--- src/sv/ktsa_pkg.sv ---
// ktsa_pkg: shared constants, types and helpers for the keyed top-k accumulator.
// No dependencies.
package ktsa_pkg;

  localparam int ENTRIES = 8;
  localparam int IDX_W = (ENTRIES > 1) ? $clog2(ENTRIES) : 1;
  localparam int CNT_W = $clog2(ENTRIES + 1);

  localparam logic [1:0] OP_ADD = 2'd0;
  localparam logic [1:0] OP_CLEAR = 2'd1;
  localparam logic [1:0] OP_READ = 2'd2;

  localparam logic signed [39:0] SIG_BOUND = 40'sh7FFFFFFF00;
  localparam logic signed [39:0] C40_MAX = 40'sh7FFFFFFFFF;
  localparam logic signed [39:0] C40_MIN = 40'sh8000000000;
  localparam logic signed [55:0] T56_MAX = 56'sh7FFFFFFFFFFFFF;
  localparam logic signed [55:0] T56_MIN = 56'sh80000000000000;

  localparam logic signed [31:0] TRK_RST = -32'sd2;
  localparam logic signed [31:0] HIT_RST = -32'sd1;

  typedef struct packed {
    logic signed [31:0] trk;
    logic signed [31:0] hit;
    logic signed [39:0] chg;
  } entry_t;

  localparam entry_t ENTRY_RST = '{trk: TRK_RST, hit: HIT_RST, chg: 40'sd0};

  function automatic logic signed [39:0] sat_sig(input logic signed [39:0] v);
    logic signed [39:0] r;
    r = v;
    if (v > SIG_BOUND) r = SIG_BOUND;
    if (v < -SIG_BOUND) r = -SIG_BOUND;
    return r;
  endfunction

  function automatic logic signed [39:0] add40(input logic signed [39:0] a,
                                               input logic signed [39:0] b);
    logic signed [40:0] s;
    logic signed [39:0] r;
    s = 41'(a) + 41'(b);
    if (s > 41'(C40_MAX)) r = C40_MAX;
    else if (s < 41'(C40_MIN)) r = C40_MIN;
    else r = s[39:0];
    return r;
  endfunction

  function automatic logic signed [55:0] add56(input logic signed [55:0] a,
                                               input logic signed [39:0] b);
    logic signed [56:0] s;
    logic signed [55:0] r;
    s = 57'(a) + 57'(b);
    if (s > 57'(T56_MAX)) r = T56_MAX;
    else if (s < 57'(T56_MIN)) r = T56_MIN;
    else r = s[55:0];
    return r;
  endfunction

endpackage

--- src/sv/ktsa_ram.sv ---
// ktsa_ram: generic single-write, single-read RAM with registered read data.
// No dependencies.
module ktsa_ram #(
  parameter int DEPTH = 8,
  parameter int DW = 104
) (
  input  logic                     clk,
  input  logic                     we,
  input  logic [$clog2(DEPTH)-1:0] waddr,
  input  logic [DW-1:0]            wdata,
  input  logic [$clog2(DEPTH)-1:0] raddr,
  output logic [DW-1:0]            rdata
);
  logic [DW-1:0] mem [DEPTH];

  always_ff @(posedge clk) begin
    if (we) mem[waddr] <= wdata;
    rdata <= mem[raddr];
  end
endmodule

--- src/sv/keyed_topk_signal_accumulator.sv ---
// keyed_topk_signal_accumulator: top level, sequencer over the entry RAM.
// Depends on ktsa_pkg and ktsa_ram.
//
//  channel | ports                                           | dir
//  in      | in_valid in_stall in_op in_track_id in_hit_id   | request in
//          | in_charge in_read_index                         |
//  out     | out_valid out_stall out_entry_* out_total_charge | result out
//
// Clear and no-op go straight to the answer, a read reads the RAM first. An
// add scans the held entries (RAM read, then compare), decides, moves entries
// one at a time (read, then write), then places, answers and idles; a merge
// bubbles the merged entry instead. All steps share the single RAM.
// Reset clears count and total; the RAM is never cleared, since count bounds
// every read. in_stall is high from accept until the result is registered; a
// stalled result holds in out_* until taken, and the next one waits behind it.
module keyed_topk_signal_accumulator (
  input  logic        clk,
  input  logic        rst_n,
  input  logic        in_valid,
  output logic        in_stall,
  input  logic [1:0]  in_op,
  input  logic signed [31:0] in_track_id,
  input  logic signed [31:0] in_hit_id,
  input  logic signed [39:0] in_charge,
  input  logic [2:0]  in_read_index,
  output logic        out_valid,
  input  logic        out_stall,
  output logic [3:0]  out_entry_count,
  output logic        out_entry_valid,
  output logic signed [31:0] out_entry_track,
  output logic signed [31:0] out_entry_hit,
  output logic signed [39:0] out_entry_charge,
  output logic signed [55:0] out_total_charge
);
  localparam int IW = ktsa_pkg::IDX_W;
  localparam int CW = ktsa_pkg::CNT_W;
  localparam int EW = $bits(ktsa_pkg::entry_t);

  typedef enum logic [3:0] {
    S_IDLE, S_SCAN, S_SCANW, S_DEC, S_SHIFT, S_SHIFTW, S_PLACE,
    S_BUB, S_BUBW, S_DN, S_DNW, S_RD, S_OUT
  } state_t;

  state_t state_r;
  logic [CW-1:0] count_r;
  logic signed [55:0] total_r;
  logic [1:0] op_r;
  logic [2:0] ridx_r;
  ktsa_pkg::entry_t new_r;       // incoming entry, saturated
  logic [IW-1:0] ptr_r;          // current RAM read pointer
  logic [CW-1:0] scan_r;         // entries scanned so far
  logic found_r;
  logic [IW-1:0] fpos_r;         // highest matching slot
  logic [CW-1:0] ipos_r;         // insert position (first chg < sig)
  logic ipos_set_r;
  ktsa_pkg::entry_t last_r;      // entry at count-1 (smallest)
  ktsa_pkg::entry_t cur_r;       // merged entry being bubbled
  logic [IW-1:0] dst_r;          // shift destination

  logic we;
  logic [IW-1:0] waddr, raddr;
  ktsa_pkg::entry_t wdata, rdata;
  logic [EW-1:0] rbits;

  ktsa_ram #(.DEPTH(ktsa_pkg::ENTRIES), .DW(EW)) u_ram (
    .clk(clk), .we(we), .waddr(waddr), .wdata(wdata),
    .raddr(raddr), .rdata(rbits)
  );
  assign rdata = ktsa_pkg::entry_t'(rbits);

  assign in_stall = (state_r != S_IDLE);
  assign raddr = ptr_r;

  logic full;
  assign full = (count_r == CW'(ktsa_pkg::ENTRIES));

  // Write port: drive from state.
  always_comb begin
    we = 1'b0;
    waddr = dst_r;
    wdata = new_r;
    unique case (state_r)
      S_SHIFTW: begin
        we = 1'b1; waddr = dst_r; wdata = rdata;
      end
      S_PLACE: begin
        we = 1'b1; waddr = ipos_r[IW-1:0]; wdata = new_r;
      end
      S_BUBW: begin
        we = 1'b1;
        if (rdata.chg < cur_r.chg) begin
          // swap: move predecessor down, merged entry goes up
          waddr = dst_r; wdata = rdata;
        end else begin
          waddr = dst_r; wdata = cur_r;
        end
      end
      S_DNW: begin
        we = 1'b1;
        if (rdata.chg > cur_r.chg) begin
          // swap: move successor up, merged entry goes down
          waddr = dst_r; wdata = rdata;
        end else begin
          waddr = dst_r; wdata = cur_r;
        end
      end
      S_DEC: begin
        we = found_r; waddr = fpos_r; wdata = cur_r;
      end
      default: ;
    endcase
  end

  always_ff @(posedge clk) begin
    if (!rst_n) begin
      state_r <= S_IDLE;
      count_r <= '0;
      total_r <= '0;
      out_valid <= 1'b0;
    end else begin
      if (out_valid && !out_stall && state_r != S_OUT) out_valid <= 1'b0;
      unique case (state_r)
        S_IDLE: if (in_valid) begin
          op_r <= in_op;
          ridx_r <= in_read_index;
          new_r <= '{trk: in_track_id, hit: in_hit_id,
                     chg: ktsa_pkg::sat_sig(in_charge)};
          scan_r <= '0;
          found_r <= 1'b0;
          ipos_set_r <= 1'b0;
          ipos_r <= count_r;
          unique case (in_op)
            ktsa_pkg::OP_ADD: begin
              total_r <= ktsa_pkg::add56(total_r, ktsa_pkg::sat_sig(in_charge));
              ptr_r <= '0;
              state_r <= (count_r == '0) ? S_DEC : S_SCAN;
            end
            ktsa_pkg::OP_CLEAR: begin
              count_r <= '0; total_r <= '0; state_r <= S_OUT;
            end
            ktsa_pkg::OP_READ: begin
              ptr_r <= IW'(in_read_index);
              state_r <= S_RD;
            end
            default: state_r <= S_OUT;
          endcase
        end
        S_SCAN: state_r <= S_SCANW;  // RAM read in flight
        S_SCANW: begin
          if (rdata.trk == new_r.trk) begin
            found_r <= 1'b1; fpos_r <= ptr_r[IW-1:0];
            cur_r <= '{trk: rdata.trk, hit: rdata.hit,
                       chg: ktsa_pkg::add40(rdata.chg, new_r.chg)};
          end
          if (!ipos_set_r && !(rdata.chg >= new_r.chg)) begin
            ipos_set_r <= 1'b1; ipos_r <= scan_r;
          end
          last_r <= rdata;
          if (scan_r + CW'(1) == count_r) begin
            state_r <= S_DEC;
          end else begin
            scan_r <= scan_r + CW'(1);
            ptr_r <= ptr_r + IW'(1);
            state_r <= S_SCAN;
          end
        end
        S_DEC: begin
          if (found_r) begin
            // merged entry written back here; a negative charge moves it
            // toward the tail, any other toward the head
            if (new_r.chg[39] && (CW'(fpos_r) + CW'(1) < count_r)) begin
              dst_r <= fpos_r;
              ptr_r <= fpos_r + IW'(1);
              state_r <= S_DN;
            end else if (!new_r.chg[39] && fpos_r != '0) begin
              dst_r <= fpos_r;
              ptr_r <= fpos_r - IW'(1);
              state_r <= S_BUB;
            end else state_r <= S_OUT;
          end else if (full && !(new_r.chg > last_r.chg)) begin
            state_r <= S_OUT;            // drop the new entry
          end else begin
            if (!full) count_r <= count_r + CW'(1);
            if ((full ? CW'(ktsa_pkg::ENTRIES - 1) : count_r) == ipos_r)
              state_r <= S_PLACE;
            else begin
              dst_r <= full ? IW'(ktsa_pkg::ENTRIES - 1) : count_r[IW-1:0];
              ptr_r <= (full ? IW'(ktsa_pkg::ENTRIES - 1) : count_r[IW-1:0])
                       - IW'(1);
              state_r <= S_SHIFT;
            end
          end
        end
        S_SHIFT: state_r <= S_SHIFTW;
        S_SHIFTW: begin
          if (CW'(ptr_r) == ipos_r) state_r <= S_PLACE;
          else begin
            dst_r <= ptr_r;
            ptr_r <= ptr_r - IW'(1);
            state_r <= S_SHIFT;
          end
        end
        S_PLACE: state_r <= S_OUT;
        S_BUB: state_r <= S_BUBW;
        S_BUBW: begin
          if (rdata.chg < cur_r.chg && ptr_r != '0) begin
            dst_r <= ptr_r;
            ptr_r <= ptr_r - IW'(1);
            state_r <= S_BUB;
          end else if (rdata.chg < cur_r.chg) begin
            dst_r <= ptr_r;
            state_r <= S_PLACE;
            ipos_r <= '0;
            new_r <= cur_r;
          end else state_r <= S_OUT;
        end
        S_DN: state_r <= S_DNW;
        S_DNW: begin
          if (rdata.chg > cur_r.chg && (CW'(ptr_r) + CW'(1) < count_r)) begin
            dst_r <= ptr_r;
            ptr_r <= ptr_r + IW'(1);
            state_r <= S_DN;
          end else if (rdata.chg > cur_r.chg) begin
            dst_r <= ptr_r;
            state_r <= S_PLACE;
            ipos_r <= CW'(ptr_r);
            new_r <= cur_r;
          end else state_r <= S_OUT;
        end
        S_RD: state_r <= S_OUT;
        S_OUT: if (!out_valid || !out_stall) begin
          out_valid <= 1'b1;
          out_entry_count <= 4'(count_r);
          out_total_charge <= total_r;
          out_entry_valid <= 1'b0;
          out_entry_track <= ktsa_pkg::TRK_RST;
          out_entry_hit <= ktsa_pkg::HIT_RST;
          out_entry_charge <= '0;
          if (op_r == ktsa_pkg::OP_READ && CW'(ridx_r) < count_r) begin
            out_entry_valid <= 1'b1;
            out_entry_track <= rdata.trk;
            out_entry_hit <= rdata.hit;
            out_entry_charge <= rdata.chg;
          end
          state_r <= S_IDLE;
        end
        default: state_r <= S_IDLE;
      endcase
    end
  end

`ifndef ASSERT_OFF
  a_cnt: assert property (@(posedge clk) disable iff (!rst_n)
    count_r <= CW'(ktsa_pkg::ENTRIES)) else $error("count over capacity");
  a_busy: assert property (@(posedge clk) disable iff (!rst_n)
    (in_valid && !in_stall) |=> in_stall) else $error("accept while busy");
  a_cnt_step: assert property (@(posedge clk) disable iff (!rst_n)
    (state_r != S_IDLE) |=> (count_r == $past(count_r)
      || count_r == $past(count_r) + CW'(1) || count_r == '0))
    else $error("count jump");
  a_outq: assert property (@(posedge clk) disable iff (!rst_n)
    (out_valid && out_stall) |=> $stable(out_total_charge))
    else $error("result changed while held");
`endif
endmodule

--- config.mk ---
export PLATFORM = sky130hd
export DESIGN_NAME = keyed_topk_signal_accumulator
export DESIGN_NICKNAME = d
export VERILOG_FILES = /design/src/sv/ktsa_pkg.sv /design/src/sv/ktsa_ram.sv /design/src/sv/keyed_topk_signal_accumulator.sv
export SDC_FILE = /design/constraint.sdc
export NUM_CORES = 2
export LEC_CHECK = 0
export BUFFER_PORTS_ARGS = -buffer_cell sky130_fd_sc_hd__buf_4
export CORE_UTILIZATION = 55
export DETAILED_ROUTE_END_ITERATION = 12
export GPL_ROUTABILITY_DRIVEN = 1
export MAX_ROUTING_LAYER = met4
export PLACE_DENSITY_LB_ADDON = 0.3
export SLEW_MARGIN = 25
export SYNTH_ARGS = -nofsm -noshare
export SYNTH_HDL_FRONTEND = slang
export SYNTH_SLANG_ARGS = --single-unit
--- constraint.sdc ---
create_clock -name clk -period 25.4 [get_ports clk]
set_clock_uncertainty 0.05 [all_clocks]
set_input_delay 2.54 -clock clk [delete_from_list [all_inputs] [get_ports clk]]
set_output_delay 2.54 -clock clk [all_outputs]
set_load 0.05 [all_outputs]
# Word-level counts from Yosys, hierarchy flattened
# Memories as Yosys holds them, arrays and structs flattened. A register that Yosys moved wholly into a read port is not among the register bits.
# Index checks and enable logic that the tools add are counted.
dict set report word_totals {
  regBits 502
  ram_bits 832
  output_inout_bits 167
  elab_cells 228
  mem_count 1
}
dict set report op_classes {
  add_sub_neg 11
  magnitude_cmp 13
  n_eq_ne 43
  n_mux 89
  reduce_logical 45
}
# memory depth width rd rd_clocked_by_memory_dff write_ports line_no
set mem_list {}
lappend mem_list {u_ram.mem 8 104 1 1 1 ktsa_ram.sv:14} ;# logic [DW-1:0] mem [DEPTH];
# operator count
set ops {}
lappend ops {{$mux W104} 7}
lappend ops {{$pmux W104 S4} 1}
lappend ops {{$pmux W104 S3} 1}
lappend ops {{$mux W40} 7}
lappend ops {{$mux W56} 2}
lappend ops {{$pmux W56 S2} 1}
lappend ops {{$mux W4} 24}
lappend ops {{$gt A40 B40 Y1} 2}
lappend ops {{$mux W3} 21}
lappend ops {{$add A56 B40 Y57} 1}
lappend ops {{$gt A57 B56 Y1 const B} 1}
lappend ops {{$lt A57 B56 Y1 const B} 1}
lappend ops {{$pmux W4 S12} 1}
lappend ops {{$add A40 B40 Y41} 1}
lappend ops {{$gt A41 B40 Y1 const B} 1}
lappend ops {{$lt A41 B40 Y1 const B} 1}
lappend ops {{$ge A40 B40 Y1} 1}
lappend ops {{$gt A40 B40 Y1 const B} 1}
lappend ops {{$lt A40 B40 Y1} 1}
lappend ops {{$lt A40 B40 Y1 const B} 1}
lappend ops {{$eq A32 B32 Y1} 1}
lappend ops {{$ne A2 B2 Y1 const B} 15}
lappend ops {{$eq A4 B4 Y1 const B} 6}
lappend ops {{$pmux W4 S2} 3}
lappend ops {{42 further kinds} 99}

# Longest topological paths before layout
dict set report depth {
  depth_word 12
  depth_mapped 19
}

# Hierarchy
# A second synthesis with hierarchy kept.
dict set report hier_totals {
  hier_cells 4287
  hier_area_um2 63830.0
}
# module n_inst cells_each area_each_um2 seq_area_each_um2
set modules_own_cells {}
lappend modules_own_cells {ktsa_ram 1 1319 33759.9 27066.0}
lappend modules_own_cells {keyed_topk_signal_accumulator 1 2968 30070.1 14423.8}

# Worst setup path after synthesis
# OpenSTA, ideal clock, no wires.
dict set report synth_timing {
  path_kind {input to register}
  startpoint {input rst_n}
  endpoint {register new_r[0] (netlist bit) (enable)}
  setup_ns 0.695
  arrival_ns 9.925
  slack_ns 14.730
  cell_stages 2
  cell_sequence {or3b_1 > nor3_1}
}
dict set report synth_between {
  elab_chain_cells 1
}
# item line_no
set synth_lines {}
lappend synth_lines {{start, declared} keyed_topk_signal_accumulator.sv:18} ;# input logic rst_n,
lappend synth_lines {{$reduce_and A7 Y1 (no source line)} n/a}
lappend synth_lines {{end signal, assigned} keyed_topk_signal_accumulator.sv:126} ;# new_r <= '{trk: in_track_id, hit: in_hit_id,
lappend synth_lines {{end signal, assigned} keyed_topk_signal_accumulator.sv:214} ;# new_r <= cur_r;
lappend synth_lines {{end signal, assigned} keyed_topk_signal_accumulator.sv:227} ;# new_r <= cur_r;
lappend synth_lines {{end, declared} keyed_topk_signal_accumulator.sv:49} ;# ktsa_pkg::entry_t new_r;
# Every way passes these cells.
# A chain may end at the register's enable or synchronous reset.

# Worst setup path after layout
dict set report layout_timing {
  startpoint {input in_charge[39]}
  endpoint {register total_r[20]}
}
dict set report layout_between {
  elab_chain_cells 12
  elab_cells_between_ends 14
  cone_classes {add/sub: 1; order compare: 4; mux: 9}
}
# item line_no
set layout_lines {}
lappend layout_lines {{start, declared} keyed_topk_signal_accumulator.sv:24} ;# input logic signed [39:0] in_charge,
lappend layout_lines {{$gt A40 B40 Y1} ktsa_pkg.sv:33} ;# if (v > SIG_BOUND) r = SIG_BOUND;
lappend layout_lines {{$mux W40} ktsa_pkg.sv:33}
lappend layout_lines {{$mux W40 *} n/a}
lappend layout_lines {{$mux W40 *} keyed_topk_signal_accumulator.sv:132} ;# unique case (in_op)
lappend layout_lines {{$mux W40 *} keyed_topk_signal_accumulator.sv:123} ;# S_IDLE: if (in_valid) begin
lappend layout_lines {{$mux W40 *} keyed_topk_signal_accumulator.sv:122} ;# unique case (state_r)
lappend layout_lines {{$mux W40 *} keyed_topk_signal_accumulator.sv:115} ;# if (!rst_n) begin
lappend layout_lines {{$add A56 B40 Y57 *} ktsa_pkg.sv:53} ;# s = 57'(a) + 57'(b);
lappend layout_lines {{$lt A57 B56 Y1} ktsa_pkg.sv:55} ;# else if (s < 57'(T56_MIN)) r = T56_MIN;
lappend layout_lines {{$mux W56} ktsa_pkg.sv:55}
lappend layout_lines {{$mux W56 *} ktsa_pkg.sv:54} ;# if (s > 57'(T56_MAX)) r = T56_MAX;
lappend layout_lines {{$pmux W56 S2 *} keyed_topk_signal_accumulator.sv:132}
lappend layout_lines {{end signal, assigned} keyed_topk_signal_accumulator.sv:134} ;# total_r <= ktsa_pkg::add56(total_r, ktsa_pkg::sat_sig(in_charge));
lappend layout_lines {{end, declared} keyed_topk_signal_accumulator.sv:46} ;# logic signed [55:0] total_r;
# Mark *: on every way between the ends. The rest lies on a longest branch, timed or not. The select of a mux whose other input is x is not followed.

==> flow_summary.yaml <==
status:
  status: "completed"
placement:
  gp_congestion: 0.9658
  hpwl_um: 97720
  placed_cell_area_um2: 66710
  port_buffers: 279
  dp_cells: 5934
run:
  drv_cap: 0
global_routing:
  grt-busiest-layer: "met2"
  gr-usage-met1: 0.3882
  grt_use_met2: 0.4372
  grt_pass1_vias: 38260
  grt_util_met3: 0.04027
  antenna_found_initial: 4
  grt_max_degree: 137
  grt_pass1_wl_um: 238400
  grt_usage: 0.2819
  globalRouteOverflowTotal: 0
power_and_ir_drop:
  pwr-share-seq: 0.422
  ir_drop_v: 0.00009877
  p_leak_nw: 25.97
  power_frac_comb: 0.319
  powerDensity_nw_per_um2: 116.8
  p_clk_frac: 0.259
  switching_share: 0.3403
  finalPower_mw: 8.376
  p_int_mw: 5.526
  p_sw_mw: 2.850
timing:
  rsz0062_at_grt: "no"
  hold_viol: 0
  setup_viol: 0
  maxSlewViolCount: 0
  layout_min_cycle_time_ns: 6.970
  tightest_slew_ns: 1.150
  clock.fmax_ghz: 0.1435
  max_slew_margin: 0.2335
  timing.setup.tns_ns: 0
  finalCritPeriodShare: 0.2744
logic_synthesis:
  ys_ff_latch: 1438
  synth_most_common_cell: "edfxtp_1"
  syn_area_um2: 63110
  yosysWarnings: 0
  synth_area_leaders: "edfxtp_1, mux4_2, dfxtp_1, ha_1, nand2_1"
  synth_edf_count: 1269
  avgSynthCellArea_um2: 14.56
  synth_top_area_share: 0.6038
  synth.largest_area_cell: "edfxtp_1"
  synthTopCellsByCount: "edfxtp_1, nand2_1, ha_1, mux4_2, o21ai_0"
  synth_top_flop_cell: "edfxtp_1"
  synth_nets: 4683
  synthCells: 4334
  synth_cell_types: 78
  seq_area_frac_synth: 0.6574
  async_flop_share: 0
critical_path:
  timing.rr.start: "u_ram.rdata[9]"
  crit_arrival_ns: 7.56
  cp_max_fo: 52
  crit_path_end_kind: "flip-flop"
  cp-start-kind: "input pin"
  reg2reg_slack_ns: 19.66
  path_class: "input pin to flip-flop"
  rr_worst_depth: 13
  crit_required_ns: 25.99
  timing.rr.end: "new_r[100]"
detailed_routing:
  wl_um: 159300
  via_count: 38640
  dr.pass1.iters: 6
  drc_errors: 0
  drtAntennaViolNets: 0
  drt_iter0_drc: 4293
  via_per_inst: 6.220
  post_drt_wl_per_cell_um: 25.63
die:
  row_count: 123
  dieHeight_um: 340.8
  core_um2: 113100
  initial_utilization: 0.5580
  dieWidth_um: 340.8
  die_area_um2: 116100
  io_pins: 280
cts:
  clkSlewWorstSetupHoldPaths_ns: 0.06
  tritoncts: "done"
  postCtsSetupRepairBufs: 0
  cts_buffers: 146
  hold_buffers: 0
  cts_resized: 0
  clk_latency_ns: 0.78
  cts_max_path_buffers: 3
  root_buffer: "clkbuf_16"
  cts_num_sinks: 1438
  cts_max_level: 4
hold_path:
  hp-start: "u_ram.rdata[49]"
  hp-class: "flip-flop to flip-flop"
  holdPathStages: 0
  holdPathEnd: "cur_r[49]"
layout:
  fin_nets: 4934
  fin_util: 0.6337
  finalInstanceArea_um2: 71690
  drive_gt1_frac: 0.1907
  syn_to_final_growth_pct: 13.58
  fin_cells: 6213
through the flow:
stage               setup WS (ns)  hold slack, ns
floorplan                   14.73          0.3564
global placement            17.71          0.3942
detailed placement          17.70          0.3940
CTS                         18.49          0.4122
global route                18.06          0.4317
finish                      18.43          0.4062
metal layers:
| layer | vias to the layer above | routed length, µm |
|---|---|---|
| met5 | - | 0 |
| met4 | 0 | 4400 |
| met3 | 293 | 12390 |
| met2 | 1785 | 75940 |
| met1 | 19530 | 66520 |
| li1 | 17030 | - |
worst max path at each step:
stage                   from          end  depth (start not counted)
4_1_cts         in_charge[0]  total_r[54]                         18
3_3_place_gp    in_charge[4]  total_r[54]                         18
2_1_floorplan          rst_n     new_r[0]                          2
3_5_place_dp    in_charge[0]  total_r[54]                         18
6_report       in_charge[39]  total_r[20]                         18
5_1_grt        in_charge[39]  total_r[20]                         18
state kept, by name, summed over array words and instances (netlist names), 32 cells and up:
| name | cells |
|---|---|
| last_r | 40 |
| out_entry_track | 32 |
| out_entry_hit | 32 |
| out_entry_charge | 40 |
| u_ram.rdata | 104 |
| out_total_charge | 56 |
| u_ram.mem | 832 |
| total_r | 56 |
| cur_r | 104 |
| new_r | 104 |
power by group through the flow:
stage | sequential [mW] | clock, mW | combinational (mW)
CTS | 3.53 | 2.20 | 2.64
floorplan | 3.49 | 0 | 1.87
global placement | 3.56 | 0 | 2.57
global route | 3.56 | 2.28 | 2.89
detailed placement | 3.57 | 0 | 2.62
finish | 3.54 | 2.17 | 2.67
critical path: stages:
cell,delay [ns]
buf_4,0.22
nand4b_1,0.23
nor4_1,0.37
a31oi_1,0.39
and2_1,0.30
ha_1,0.22
inv_1,0.08
fa_1,0.20
nor2b_1,0.08
o31ai_1,0.38
a211oi_1,0.18
nor3_1,0.58
a211oi_1,0.27
o2111ai_1,0.29
a21oi_1,0.14
o21ai_1,0.19
nand2_4,0.40
a221o_1,0.47
kinds of logic after synthesis:
logic type | after synthesis | share of synthesized area
flops | 1438 | 0.6574
simple gates | 1006 | 0.07533
compound gates | 780 | 0.08106
buf+inv | 418 | 0.02603
mux | 315 | 0.09330
fa+ha+maj | 239 | 0.04774
xor+xnor | 138 | 0.01915
layout by cell type, fill, tap and decap left out, types with 111 or more instances in the layout:
cell type	count
a22oi_1	111
clkbuf_16	149
dfxtp_1	169
edfxtp_1	1269
buf_4	321
mux4_2	208
a21oi_1	187
inv_1	191
nand2_1	474
o21ai_0	182
nor2_1	126
ha_1	232
cell type report:
class	instances	area, µm²
clock buffers	206	4113
diodes	3	7.507
clock inverters	67	767.0
repair buffers	329	2591
inverters	192	723.2
well taps	1500	1877
multi-input cells	2478	20120
flip-flops and latches	1438	41490
fillers	8145	41430
Note: power is estimated with default switching activity, not from simulation.
